**src/rtl/core/assert_macros.svh**
```systemverilog
// Assertion macros shared by the deframer RTL.
// Depends on nothing; included by files that carry concurrent assertions.
`ifndef ASSERT_MACROS_SVH
`define ASSERT_MACROS_SVH

// Check that b holds in the same cycle as a.
`define VVD_ASSERT_IMPLY(label, clk, rst, a, b) \
   label: assert property (@(posedge clk) disable iff (rst) (a) |-> (b)) \
      else $error("assertion failed: implication");

// Check that b holds in the cycle after a.
`define VVD_ASSERT_NEXT(label, clk, rst, a, b) \
   label: assert property (@(posedge clk) disable iff (rst) (a) |=> (b)) \
      else $error("assertion failed: next-cycle implication");

// Check that a never holds.
`define VVD_ASSERT_NEVER(label, clk, rst, a) \
   label: assert property (@(posedge clk) disable iff (rst) !(a)) \
      else $error("assertion failed: forbidden condition");

`endif

```
**src/rtl/core/vvd_pkg.sv**
```systemverilog
// Package for the VRL/VRT stream deframer: codes, result type and constants.
// Depends on nothing; imported by every deframer module.
package vvd_pkg;

   localparam logic [31:0] ALIGN_VRLP      = 32'h5652_4C50;
   localparam logic [31:0] ALIGN_VS49      = 32'h5653_3439;
   localparam logic [3:0]  MAX_TYPE_RESET  = 4'd5;
   localparam int          FIFO_DEPTH      = 2;
   localparam int          TDATA_W         = 72;

   typedef enum logic [2:0] {
      PH_HUNT,
      PH_INFO,
      PH_HEADER,
      PH_BODY,
      PH_UNPARSED,
      PH_DROP
   } phase_type;

   typedef enum logic [3:0] {
      ROLE_SKIP,
      ROLE_ALIGN,
      ROLE_INFO,
      ROLE_HEADER,
      ROLE_SID,
      ROLE_CID,
      ROLE_TSI,
      ROLE_TSF,
      ROLE_PAYLOAD,
      ROLE_PTRL,
      ROLE_FTRL,
      ROLE_UNPARSED
   } role_type;

   typedef enum logic [2:0] {
      ERR_NONE,
      ERR_UNKNOWN_TYPE,
      ERR_OVERRUN,
      ERR_SHORT,
      ERR_TRUNC
   } err_type;

   typedef struct packed {
      logic trl;
      logic tsf;
      logic tsi;
      logic cid;
      logic sid;
   } fp_type;

   typedef struct packed {
      role_type    role;
      logic [31:0] data;
      logic [3:0]  ptype;
      logic [3:0]  pcount;
      logic [11:0] fcount;
      logic [15:0] wip;
      err_type     err;
      logic        eop;
      logic        eof;
   } vvd_result_type;

   typedef struct packed {
      logic full;
      logic empty;
   } vvd_fifo_status_type;

endpackage

```
**src/rtl/core/vrl_vrt_stream_deframer.sv**
```systemverilog
// VRL/VRT stream deframer top level: front end, result queue and back end.
// An accepted beat is written into the result queue, then popped into the output register that drives rsp_tvalid.
// Throughput: one beat per cycle while the result queue is not full, set by the front end's per-beat state update.
// Reset (synchronous): hunting for alignment, counters zero, max_packet_type 5,
// queue and output register empty; req_tready is low while reset is high.
// Depends on vvd_pkg, vvd_front, vvd_fifo, vvd_back and assert_macros.svh.
`include "assert_macros.svh"
module vrl_vrt_stream_deframer #(
   parameter int FIFO_DEPTH = vvd_pkg::FIFO_DEPTH
) (
   input  logic                        clock,
   input  logic                        reset,
   input  logic                        csr_wr_en,
   input  logic [3:0]                  csr_wr_data,   // max_packet_type
   input  logic                        req_tvalid,
   output logic                        req_tready,
   input  logic [31:0]                 req_tdata,     // stream_word
   input  logic                        req_tlast,     // buffer_end
   output logic                        rsp_tvalid,
   input  logic                        rsp_tready,
   // data_word, pkt type, pkt count, frame counter, word_in_packet,
   // error_code, end_of_packet
   output logic [vvd_pkg::TDATA_W-1:0] rsp_tdata,
   output logic                        rsp_tlast,     // end_of_frame
   output logic [3:0]                  rsp_tuser      // word_role
);
   import vvd_pkg::*;

   logic                accept;
   logic                pop;
   vvd_result_type      push_res;
   vvd_result_type      pop_res;
   vvd_fifo_status_type fifo_stat;
   phase_type           front_phase;

   assign req_tready = !fifo_stat.full && !reset;
   assign accept     = req_tvalid && req_tready;

   vvd_front u_front (
      .clock       (clock),
      .reset       (reset),
      .csr_wr_en   (csr_wr_en),
      .csr_wr_data (csr_wr_data),
      .accept      (accept),
      .in_word     (req_tdata),
      .in_last     (req_tlast),
      .res         (push_res),
      .phase       (front_phase)
   );

   vvd_fifo #(
      .DEPTH (FIFO_DEPTH)
   ) u_fifo (
      .clock     (clock),
      .reset     (reset),
      .push      (accept),
      .push_data (push_res),
      .pop       (pop),
      .pop_data  (pop_res),
      .status    (fifo_stat)
   );

   vvd_back u_back (
      .clock       (clock),
      .reset       (reset),
      .fifo_status (fifo_stat),
      .fifo_data   (pop_res),
      .pop         (pop),
      .rsp_tvalid  (rsp_tvalid),
      .rsp_tready  (rsp_tready),
      .rsp_tdata   (rsp_tdata),
      .rsp_tlast   (rsp_tlast),
      .rsp_tuser   (rsp_tuser)
   );

   `VVD_ASSERT_NEXT(a_last_resumes_hunt, clock, reset, accept && req_tlast, front_phase == PH_HUNT)
   `VVD_ASSERT_NEVER(a_fifo_full_and_empty, clock, reset, fifo_stat.full && fifo_stat.empty)
   `VVD_ASSERT_IMPLY(a_eof_on_trailer, clock, reset, accept && push_res.eof, push_res.role == ROLE_FTRL)
   `VVD_ASSERT_IMPLY(a_pop_not_empty, clock, reset, pop, !fifo_stat.empty)

endmodule

```
**src/rtl/core/vvd_front.sv**
```systemverilog
// Front end of the deframer: hunts alignment, tracks frame and packet position,
// tags each accepted beat with its role. Depends on vvd_pkg.
module vvd_front (
   input  logic                    clock,
   input  logic                    reset,
   input  logic                    csr_wr_en,
   input  logic [3:0]              csr_wr_data,
   input  logic                    accept,
   input  logic [31:0]             in_word,
   input  logic                    in_last,
   output vvd_pkg::vvd_result_type res,
   output vvd_pkg::phase_type      phase
);
   import vvd_pkg::*;

   phase_type   phase_ff, phase_in, phase_step;
   logic [3:0]  max_type_ff;
   logic [19:0] fl_ff, fl_in;
   logic [19:0] fwi_ff, fwi_in;
   logic [11:0] fc_ff, fc_in;
   logic [15:0] plen_ff, plen_in;
   logic [15:0] pwi_ff, pwi_in;
   fp_type      fp_ff, fp_in;
   logic [7:0]  hdr_ff, hdr_in;

   logic [20:0] idx_p1;
   logic        trailer_slot;
   logic [3:0]  hdr_t;
   logic [15:0] hdr_len;
   fp_type      hdr_fp;
   logic [3:0]  min_len;
   logic [19:0] left;
   err_type     hdr_err;
   logic        is_align;
   logic        body_last;
   logic [19:0] info_len;
   logic        in_frame;
   err_type     err;

   function automatic role_type body_role(input fp_type fp, input logic [15:0] i,
                                          input logic [15:0] plen);
      logic [2:0] pos;
      logic       found;
      role_type   r;
      pos   = 3'd1;
      found = 1'b0;
      r     = ROLE_PAYLOAD;
      if (fp.trl && i == plen - 16'd1) begin
         r     = ROLE_PTRL;
         found = 1'b1;
      end
      if (!found && fp.sid) begin
         if (i == {13'd0, pos}) begin
            r     = ROLE_SID;
            found = 1'b1;
         end
         pos = pos + 3'd1;
      end
      if (!found && fp.cid) begin
         if (i < {13'd0, pos} + 16'd2) begin
            r     = ROLE_CID;
            found = 1'b1;
         end
         pos = pos + 3'd2;
      end
      if (!found && fp.tsi) begin
         if (i == {13'd0, pos}) begin
            r     = ROLE_TSI;
            found = 1'b1;
         end
         pos = pos + 3'd1;
      end
      if (!found && fp.tsf) begin
         if (i < {13'd0, pos} + 16'd2) begin
            r = ROLE_TSF;
         end
      end
      return r;
   endfunction

   assign idx_p1       = {1'b0, fwi_ff} + 21'd1;
   assign trailer_slot = idx_p1 >= {1'b0, fl_ff};
   assign hdr_t        = in_word[31:28];
   assign hdr_len      = in_word[15:0];
   assign hdr_fp.sid   = (hdr_t == 4'd1) || (hdr_t == 4'd3) || (hdr_t == 4'd4) ||
                         (hdr_t == 4'd5);
   assign hdr_fp.cid   = in_word[27];
   assign hdr_fp.tsi   = |in_word[23:22];
   assign hdr_fp.tsf   = |in_word[21:20];
   assign hdr_fp.trl   = (hdr_t != 4'd4) && (hdr_t != 4'd5) && in_word[26];
   assign min_len      = 4'd1 + {3'd0, hdr_fp.sid} + {2'd0, hdr_fp.cid, 1'b0} +
                         {3'd0, hdr_fp.tsi} + {2'd0, hdr_fp.tsf, 1'b0} + {3'd0, hdr_fp.trl};
   assign left         = fl_ff - 20'd1 - fwi_ff;
   assign is_align     = (in_word == ALIGN_VRLP) || (in_word == ALIGN_VS49);
   assign body_last    = ({1'b0, pwi_ff} + 17'd1) >= {1'b0, plen_ff};
   assign info_len     = (in_word[19:0] < 20'd3) ? 20'd3 : in_word[19:0];
   assign phase        = phase_ff;

   always_comb begin
      if (hdr_t > max_type_ff) begin
         hdr_err = ERR_UNKNOWN_TYPE;
      end else if (hdr_len == 16'd0) begin
         hdr_err = ERR_NONE;
      end else if ({4'd0, hdr_len} > left) begin
         hdr_err = ERR_OVERRUN;
      end else if (hdr_len < {12'd0, min_len}) begin
         hdr_err = ERR_SHORT;
      end else begin
         hdr_err = ERR_NONE;
      end
   end

   // next state
   always_comb begin
      phase_step = phase_ff;
      fl_in      = fl_ff;
      fwi_in     = fwi_ff;
      fc_in      = fc_ff;
      plen_in    = plen_ff;
      pwi_in     = pwi_ff;
      fp_in      = fp_ff;
      hdr_in     = hdr_ff;
      unique case (phase_ff)
         PH_INFO: begin
            fl_in      = info_len;
            fc_in      = in_word[31:20];
            fwi_in     = 20'd2;
            phase_step = PH_HEADER;
         end
         PH_HEADER, PH_BODY, PH_UNPARSED, PH_DROP: begin
            fwi_in = fwi_ff + 20'd1;
            if (phase_ff != PH_BODY && trailer_slot) begin
               phase_step = PH_HUNT;
            end else if (phase_ff == PH_HEADER) begin
               if (hdr_err == ERR_NONE && hdr_len == 16'd0) begin
                  phase_step = PH_UNPARSED;
               end else begin
                  hdr_in  = {hdr_t, in_word[19:16]};
                  fp_in   = hdr_fp;
                  plen_in = hdr_len;
                  if (hdr_err != ERR_NONE) begin
                     phase_step = PH_DROP;
                  end else if (hdr_len == 16'd1) begin
                     pwi_in = 16'd0;
                  end else begin
                     pwi_in     = 16'd1;
                     phase_step = PH_BODY;
                  end
               end
            end else if (phase_ff == PH_BODY) begin
               if (body_last) begin
                  pwi_in     = 16'd0;
                  phase_step = PH_HEADER;
               end else begin
                  pwi_in = pwi_ff + 16'd1;
               end
            end
         end
         default: begin
            phase_step = PH_HUNT;
            if (is_align) begin
               fwi_in     = 20'd1;
               phase_step = PH_INFO;
            end
         end
      endcase
      phase_in = in_last ? PH_HUNT : phase_step;
   end

   // outputs
   always_comb begin
      res      = '0;
      res.data = in_word;
      in_frame = 1'b1;
      err      = ERR_NONE;
      unique case (phase_ff)
         PH_INFO: begin
            res.role   = ROLE_INFO;
            res.fcount = in_word[31:20];
         end
         PH_HEADER, PH_BODY, PH_UNPARSED, PH_DROP: begin
            if (phase_ff != PH_BODY && trailer_slot) begin
               in_frame = 1'b0;
               if (phase_ff != PH_DROP) begin
                  res.role   = ROLE_FTRL;
                  res.fcount = fc_ff;
                  res.eof    = 1'b1;
               end
            end else if (phase_ff == PH_HEADER) begin
               res.fcount = fc_ff;
               if (hdr_err == ERR_NONE && hdr_len == 16'd0) begin
                  res.role = ROLE_UNPARSED;
               end else begin
                  res.role   = ROLE_HEADER;
                  res.ptype  = hdr_t;
                  res.pcount = in_word[19:16];
                  err        = hdr_err;
                  res.eop    = (hdr_err == ERR_NONE) && (hdr_len == 16'd1);
               end
            end else if (phase_ff == PH_BODY) begin
               res.fcount = fc_ff;
               res.role   = body_role(fp_ff, pwi_ff, plen_ff);
               res.ptype  = hdr_ff[7:4];
               res.pcount = hdr_ff[3:0];
               res.wip    = pwi_ff;
               res.eop    = body_last;
            end else if (phase_ff == PH_UNPARSED) begin
               res.role   = ROLE_UNPARSED;
               res.fcount = fc_ff;
            end
         end
         default: begin
            if (is_align) begin
               res.role = ROLE_ALIGN;
            end else begin
               in_frame = 1'b0;
            end
         end
      endcase
      if (in_last && in_frame && phase_step != PH_DROP && err == ERR_NONE) begin
         err = ERR_TRUNC;
      end
      res.err = err;
   end

   always_ff @(posedge clock) begin
      if (reset) begin
         max_type_ff <= MAX_TYPE_RESET;
      end else if (csr_wr_en) begin
         max_type_ff <= csr_wr_data;
      end
   end

   always_ff @(posedge clock) begin
      if (reset) begin
         phase_ff <= PH_HUNT;
         fl_ff    <= '0;
         fwi_ff   <= '0;
         fc_ff    <= '0;
         plen_ff  <= '0;
         pwi_ff   <= '0;
         fp_ff    <= '0;
         hdr_ff   <= '0;
      end else if (accept) begin
         phase_ff <= phase_in;
         fl_ff    <= fl_in;
         fwi_ff   <= fwi_in;
         fc_ff    <= fc_in;
         plen_ff  <= plen_in;
         pwi_ff   <= pwi_in;
         fp_ff    <= fp_in;
         hdr_ff   <= hdr_in;
      end
   end

endmodule

```
**src/rtl/core/vvd_fifo.sv**
```systemverilog
// Short result queue between front and back ends of the deframer.
// Depends on vvd_pkg.
module vvd_fifo #(
   parameter int DEPTH = vvd_pkg::FIFO_DEPTH
) (
   input  logic                         clock,
   input  logic                         reset,
   input  logic                         push,
   input  vvd_pkg::vvd_result_type      push_data,
   input  logic                         pop,
   output vvd_pkg::vvd_result_type      pop_data,
   output vvd_pkg::vvd_fifo_status_type status
);
   import vvd_pkg::*;

   localparam int ADDR_W = (DEPTH > 1) ? $clog2(DEPTH) : 1;
   localparam int CNT_W  = $clog2(DEPTH + 1);

   vvd_result_type    mem_ff [DEPTH];
   logic [ADDR_W-1:0] wr_ptr_ff, wr_ptr_in;
   logic [ADDR_W-1:0] rd_ptr_ff, rd_ptr_in;
   logic [CNT_W-1:0]  count_ff, count_in;

   assign status.full  = count_ff == CNT_W'(DEPTH);
   assign status.empty = count_ff == '0;
   assign pop_data     = mem_ff[rd_ptr_ff];

   always_comb begin
      wr_ptr_in = wr_ptr_ff;
      rd_ptr_in = rd_ptr_ff;
      count_in  = count_ff;
      if (push) begin
         wr_ptr_in = (wr_ptr_ff == ADDR_W'(DEPTH - 1)) ? '0 : wr_ptr_ff + ADDR_W'(1);
      end
      if (pop) begin
         rd_ptr_in = (rd_ptr_ff == ADDR_W'(DEPTH - 1)) ? '0 : rd_ptr_ff + ADDR_W'(1);
      end
      unique case ({push, pop})
         2'b10:   count_in = count_ff + CNT_W'(1);
         2'b01:   count_in = count_ff - CNT_W'(1);
         default: count_in = count_ff;
      endcase
   end

   always_ff @(posedge clock) begin
      if (reset) begin
         wr_ptr_ff <= '0;
         rd_ptr_ff <= '0;
         count_ff  <= '0;
      end else begin
         wr_ptr_ff <= wr_ptr_in;
         rd_ptr_ff <= rd_ptr_in;
         count_ff  <= count_in;
      end
   end

   always_ff @(posedge clock) begin
      if (push) begin
         mem_ff[wr_ptr_ff] <= push_data;
      end
   end

endmodule

```
**src/rtl/core/vvd_back.sv**
```systemverilog
// Back end of the deframer: drains the result queue into the output register
// and packs each result beat for the stream port. Depends on vvd_pkg.
module vvd_back (
   input  logic                         clock,
   input  logic                         reset,
   input  vvd_pkg::vvd_fifo_status_type fifo_status,
   input  vvd_pkg::vvd_result_type      fifo_data,
   output logic                         pop,
   output logic                         rsp_tvalid,
   input  logic                         rsp_tready,
   output logic [vvd_pkg::TDATA_W-1:0]  rsp_tdata,
   output logic                         rsp_tlast,
   output logic [3:0]                   rsp_tuser
);
   import vvd_pkg::*;

   logic               valid_ff, valid_in;
   logic [TDATA_W-1:0] tdata_ff;
   logic               tlast_ff;
   logic [3:0]         tuser_ff;

   assign pop      = !fifo_status.empty && (!valid_ff || rsp_tready);
   assign valid_in = pop || (valid_ff && !rsp_tready);

   always_ff @(posedge clock) begin
      if (reset) begin
         valid_ff <= 1'b0;
      end else begin
         valid_ff <= valid_in;
      end
   end

   always_ff @(posedge clock) begin
      if (pop) begin
         tdata_ff <= {fifo_data.eop, fifo_data.err, fifo_data.wip, fifo_data.fcount,
                      fifo_data.pcount, fifo_data.ptype, fifo_data.data};
         tlast_ff <= fifo_data.eof;
         tuser_ff <= fifo_data.role;
      end
   end

   assign rsp_tvalid = valid_ff;
   assign rsp_tdata  = tdata_ff;
   assign rsp_tlast  = tlast_ff;
   assign rsp_tuser  = tuser_ff;

endmodule
```
**config.mk**
```make
export PLATFORM = sky130hd
export DESIGN_NAME = vrl_vrt_stream_deframer
export DESIGN_NICKNAME = d
export VERILOG_FILES = /design/src/rtl/core/vvd_pkg.sv /design/src/rtl/core/vrl_vrt_stream_deframer.sv /design/src/rtl/core/vvd_front.sv /design/src/rtl/core/vvd_fifo.sv /design/src/rtl/core/vvd_back.sv
export VERILOG_INCLUDE_DIRS = /design/src /design/src/rtl/core
export SDC_FILE = /design/constraint.sdc
export NUM_CORES = 1
export LEC_CHECK = 0
export ABC_AREA = 1
export ABC_CLOCK_PERIOD_IN_PS = 6900
export BUFFER_PORTS_ARGS = -buffer_cell sky130_fd_sc_hd__buf_2
export CORE_MARGIN = 2
export CORE_UTILIZATION = 43
export CTS_CLUSTER_DIAMETER = 60
export DETAILED_ROUTE_END_ITERATION = 10
export PLACE_DENSITY = 0.62
export SLEW_MARGIN = 40
export SYNTH_ARGS = -nofsm -noshare
export SYNTH_HDL_FRONTEND = slang
export SYNTH_SLANG_ARGS = --single-unit
```
**constraint.sdc**
```tcl
create_clock -name clock -period 6.9 [get_ports clock]
set_clock_uncertainty 0.1 [all_clocks]
set_input_delay 1.035 -clock clock [delete_from_list [all_inputs] [get_ports clock]]
set_output_delay 1.035 -clock clock [all_outputs]
set_load 0.01 [all_outputs]
```
==> flow_summary.toml <==
[logic_synthesis]
synth_nets = 2038
synth_area_leaders = "edfxtp_1 (41%), dfxtp_1 (13%), nand2_1 (11%)"
netlist_area_sq_um = 17100
yosysWarnings = 0
synth.avg_cell_area_sq_um = 9.01
synthFlopType = "edfxtp_1"
post-synth-top-count-cell = "nand2_1"
synth_top_area_share_pct = 40.6
yosys.cell_types.count = 53
ys_top_cells_by_count = "nand2_1 (488), inv_1 (234), edfxtp_1 (231)"
ys_seq_area_share_pct = 53.3
synth_edf_count = 231
synth_top_family_by_area = "simple AND/OR/NAND/NOR gates"
synthAdderAreaFrac_pct = 7.30
synth_compound_area_share_pct = 9.76
synthXorXnorAreaFrac_pct = 2.87
yosysTopAreaCell = "edfxtp_1"
ys_seq_elements = 340
ys_async_sr_fraction_pct = 0
synthMuxAreaShare_pct = 0.410
synthCells = 1898
synth_simple_gate_area_share_pct = 19.7

[worst_setup_path]
critPathKind = "flip-flop to flip-flop"
reg2reg_from = "u_front.plen_ff[1]"
crit_path_end_kind = "flip-flop"
crit_required_ns = 7.22
r2r_cells = 35
start_kind = "flip-flop"
crit_path_max_fanout = 5
crit_arrival_ns = 5.41
max_stage_delay_ns = 0.30
reg2reg_to = "u_fifo.mem_ff[1][74]"
cpMaxStageDelayCell = "or2_2"
crit_path_frequent_cell = "nand2_1"
rrSetupSlack_ns = 1.81
crit_start = "u_front.plen_ff[1]"

[detailed_routing]
drt-pass1-iter-count = 5
wl_um = 44200
drt-initial-drc-count = 748
avgRoutedWirePerCell_um = 17.2
viasPerCell = 5.15
ant_nets = 0
drc = 0
vias = 13240

[sta]
max_freq_mhz = 197
post-route-min-period_ns = 5.09
layout_setup_ws_ns = 1.81
worst_pin_slew_ns = 0.725
tns_ns = 0
hold_violations = 0
rsz0062_at_grt = "false"
finalSetupViolCount = 0
period_share_pct = 73.7
slew_violations = 0
slew_headroom_pct = 51.2

[floorplan]
dieHeight_um = 203
core_area_sq_um = 39500
die-area_sq_um = 41400
num_io_pins = 121
start_util_pct = 43.4
die_w_um = 203
floorplan.rows = 73

[global_route]
track_usage_pct = 21.7
top_usage_layer = "met2"
use_met2_pct = 36.1
first_global_vias = 12885
grt_pass1_wl_um = 70100
use_met3_pct = 3.40
grt_max_degree = 79
use_met1_pct = 29.4
grt_overflow = 0
antenna_found_initial = 0

[pwr]
ir_drop_mv = 0.187
switching_share_pct = 29.0
internal_power_w = 0.00410
p_per_area_nw_per_um2 = 295
power_frac_seq_pct = 46.5
p_leak_nw = 8.48
clkPwrFrac_pct = 35.7
combPwrFrac_pct = 17.8
p_sw_w = 0.00167

[cts]
clkSlewWorstSetupHoldPaths_ns = 0.06
cts-root-buf = "clkbuf_16"
cts-hold-fix-buffers = 0
cts_tree = "built"
clk_latency_ns = 0.57
cts_resized = 0
cts-buffers-inserted = 40
clkSinkCount = 340
post_cts_buffers = 0
cts_buffer_depth = 3
cts-htree-levels = 2

[min_path]
holdPathStages = 2
worstHoldEndpoint = "u_front.fc_ff[4]"
hp-start = "u_front.fc_ff[4]"
min_path_type = "flip-flop to flip-flop"

[place]
dp_slack_ns = 1.78
globalplace.congestion = 0.956
dp_hpwl_um = 31600
port_buffers = 120

[cells_and_area]
layout-drive-gt1-share_pct = 11.0
num-fill-cells = 3732
fin_nets = 2156
area_growth_pct = 14.6
n_antenna_cell = 0

[outcome]
outcome = "completed"

[run]
drv_cap = 0
==> worst max path at each step <==
stage                                      end  slack [ns]  cells after the start
after floorplan            u_fifo.mem_ff[0][0]        1.23                      5
after global placement    u_fifo.mem_ff[0][74]        1.92                     35
after detailed placement  u_fifo.mem_ff[0][74]        1.78                     35
after CTS                 u_fifo.mem_ff[1][74]        1.73                     35
after global routing      u_fifo.mem_ff[1][74]        1.21                     35
final                     u_fifo.mem_ff[1][74]        1.81                     35
==> critical path, delay by kind of cell (launching register included) <==
kind                       cells  cell delay, ns
xor gates and xnor gates       1            0.15
and+or+nand+nor               22            2.82
DFF                            1            0.29
AOI/OAI and AO/OA              3            0.36
adders and majority gates      4            0.84
buffers and inverters          5            0.39
==> cell type report <==
type	instances	area (sq um)	area share, %
clock buffer	53	1080	5.51
clock inverter	21	219	1.12
inverter	241	907	4.63
multi-input combinational	1261	6880	35.1
sequential	340	9120	46.5
tap	525	657	3.35
timing repair buffer	132	747	3.81
==> state kept, by name, indices dropped and copies added (netlist names) <==
name	count
u_fifo.rd_ptr_ff	1
u_fifo.wr_ptr_ff	1
u_back.rsp_tlast	1
u_back.rsp_tvalid	1
u_back.rsp_tuser	4
u_fifo.count_ff	2
u_front.phase	3
u_front.plen_ff	16
u_fifo.mem_ff	154
u_front.pwi_ff	16
u_front.fc_ff	12
u_front.fp_ff	5
u_front.fwi_ff	20
u_front.max_type_ff	4
u_back.rsp_tdata	72
u_front.fl_ff	20
u_front.hdr_ff	8
==> cell usage in the layout (no fill, tap or decap), types with 6 or more instances in the layout <==
master and count:
xor2_1 43, o21ai_0 75, nand3_1 68, o21bai_1 6, buf_2 120, dfxtp_1 108, nor3_1 21, o22ai_1 7
a211oi_1 10, xnor2_1 13, nand2_1 488, clkbuf_16 40, inv_1 233, nor4_1 10, o211ai_1 7, mux2i_1 7
o21ai_1 26, a22oi_1 9, buf_4 7, nor2_1 135, edfxtp_1 231, clkbuf_1 10, a21oi_1 146, nand4_1 41
ha_1 95
==> metrics by stage <==
stage / cell area (sq um) / hold WS, ns / std cells / power, W / util (%)
after floorplan: 17100 / 0.319 / 1898 / 0.00331 / -
after global placement: 18200 / 0.335 / 2497 / 0.00378 / 46.2
after detailed placement: 18300 / 0.341 / 2499 / 0.00380 / 46.4
after CTS: 19600 / 0.350 / 2573 / 0.00586 / 49.7
after global routing: 19600 / 0.370 / 2573 / 0.00606 / 49.7
final: 19600 / 0.349 / 2573 / 0.00577 / 49.7
==> power by group through the flow <==
| stage | combinational [W] | clock (W) | sequential, W |
|---|---|---|---|
| 2_1_floorplan | 0.000430 | 0 | 0.00287 |
| 3_3_place_gp | 0.00105 | 0 | 0.00273 |
| 3_5_place_dp | 0.00106 | 0 | 0.00273 |
| 4_1_cts | 0.00106 | 0.00210 | 0.00269 |
| 5_1_grt | 0.00116 | 0.00219 | 0.00271 |
| 6_report | 0.00103 | 0.00206 | 0.00268 |
==> routing by layer <==
layer,part of all wire [%],vias up
li1,-,6627
met1,47,6265
met2,47,283
met3,4.4,65
met4,2.3,0
met5,0,-
==> cells by family after synthesis <==
family / count (synthesis)
AND/OR/NAND/NOR: 795
buffers and inverters: 297
AO/OA/AOI/OAI: 305
XOR/XNOR: 56
flip-flops: 340
adder cells (fa/ha/maj): 98
multiplexers: 7
No activity file was read; power rests on OpenSTA's default activity.
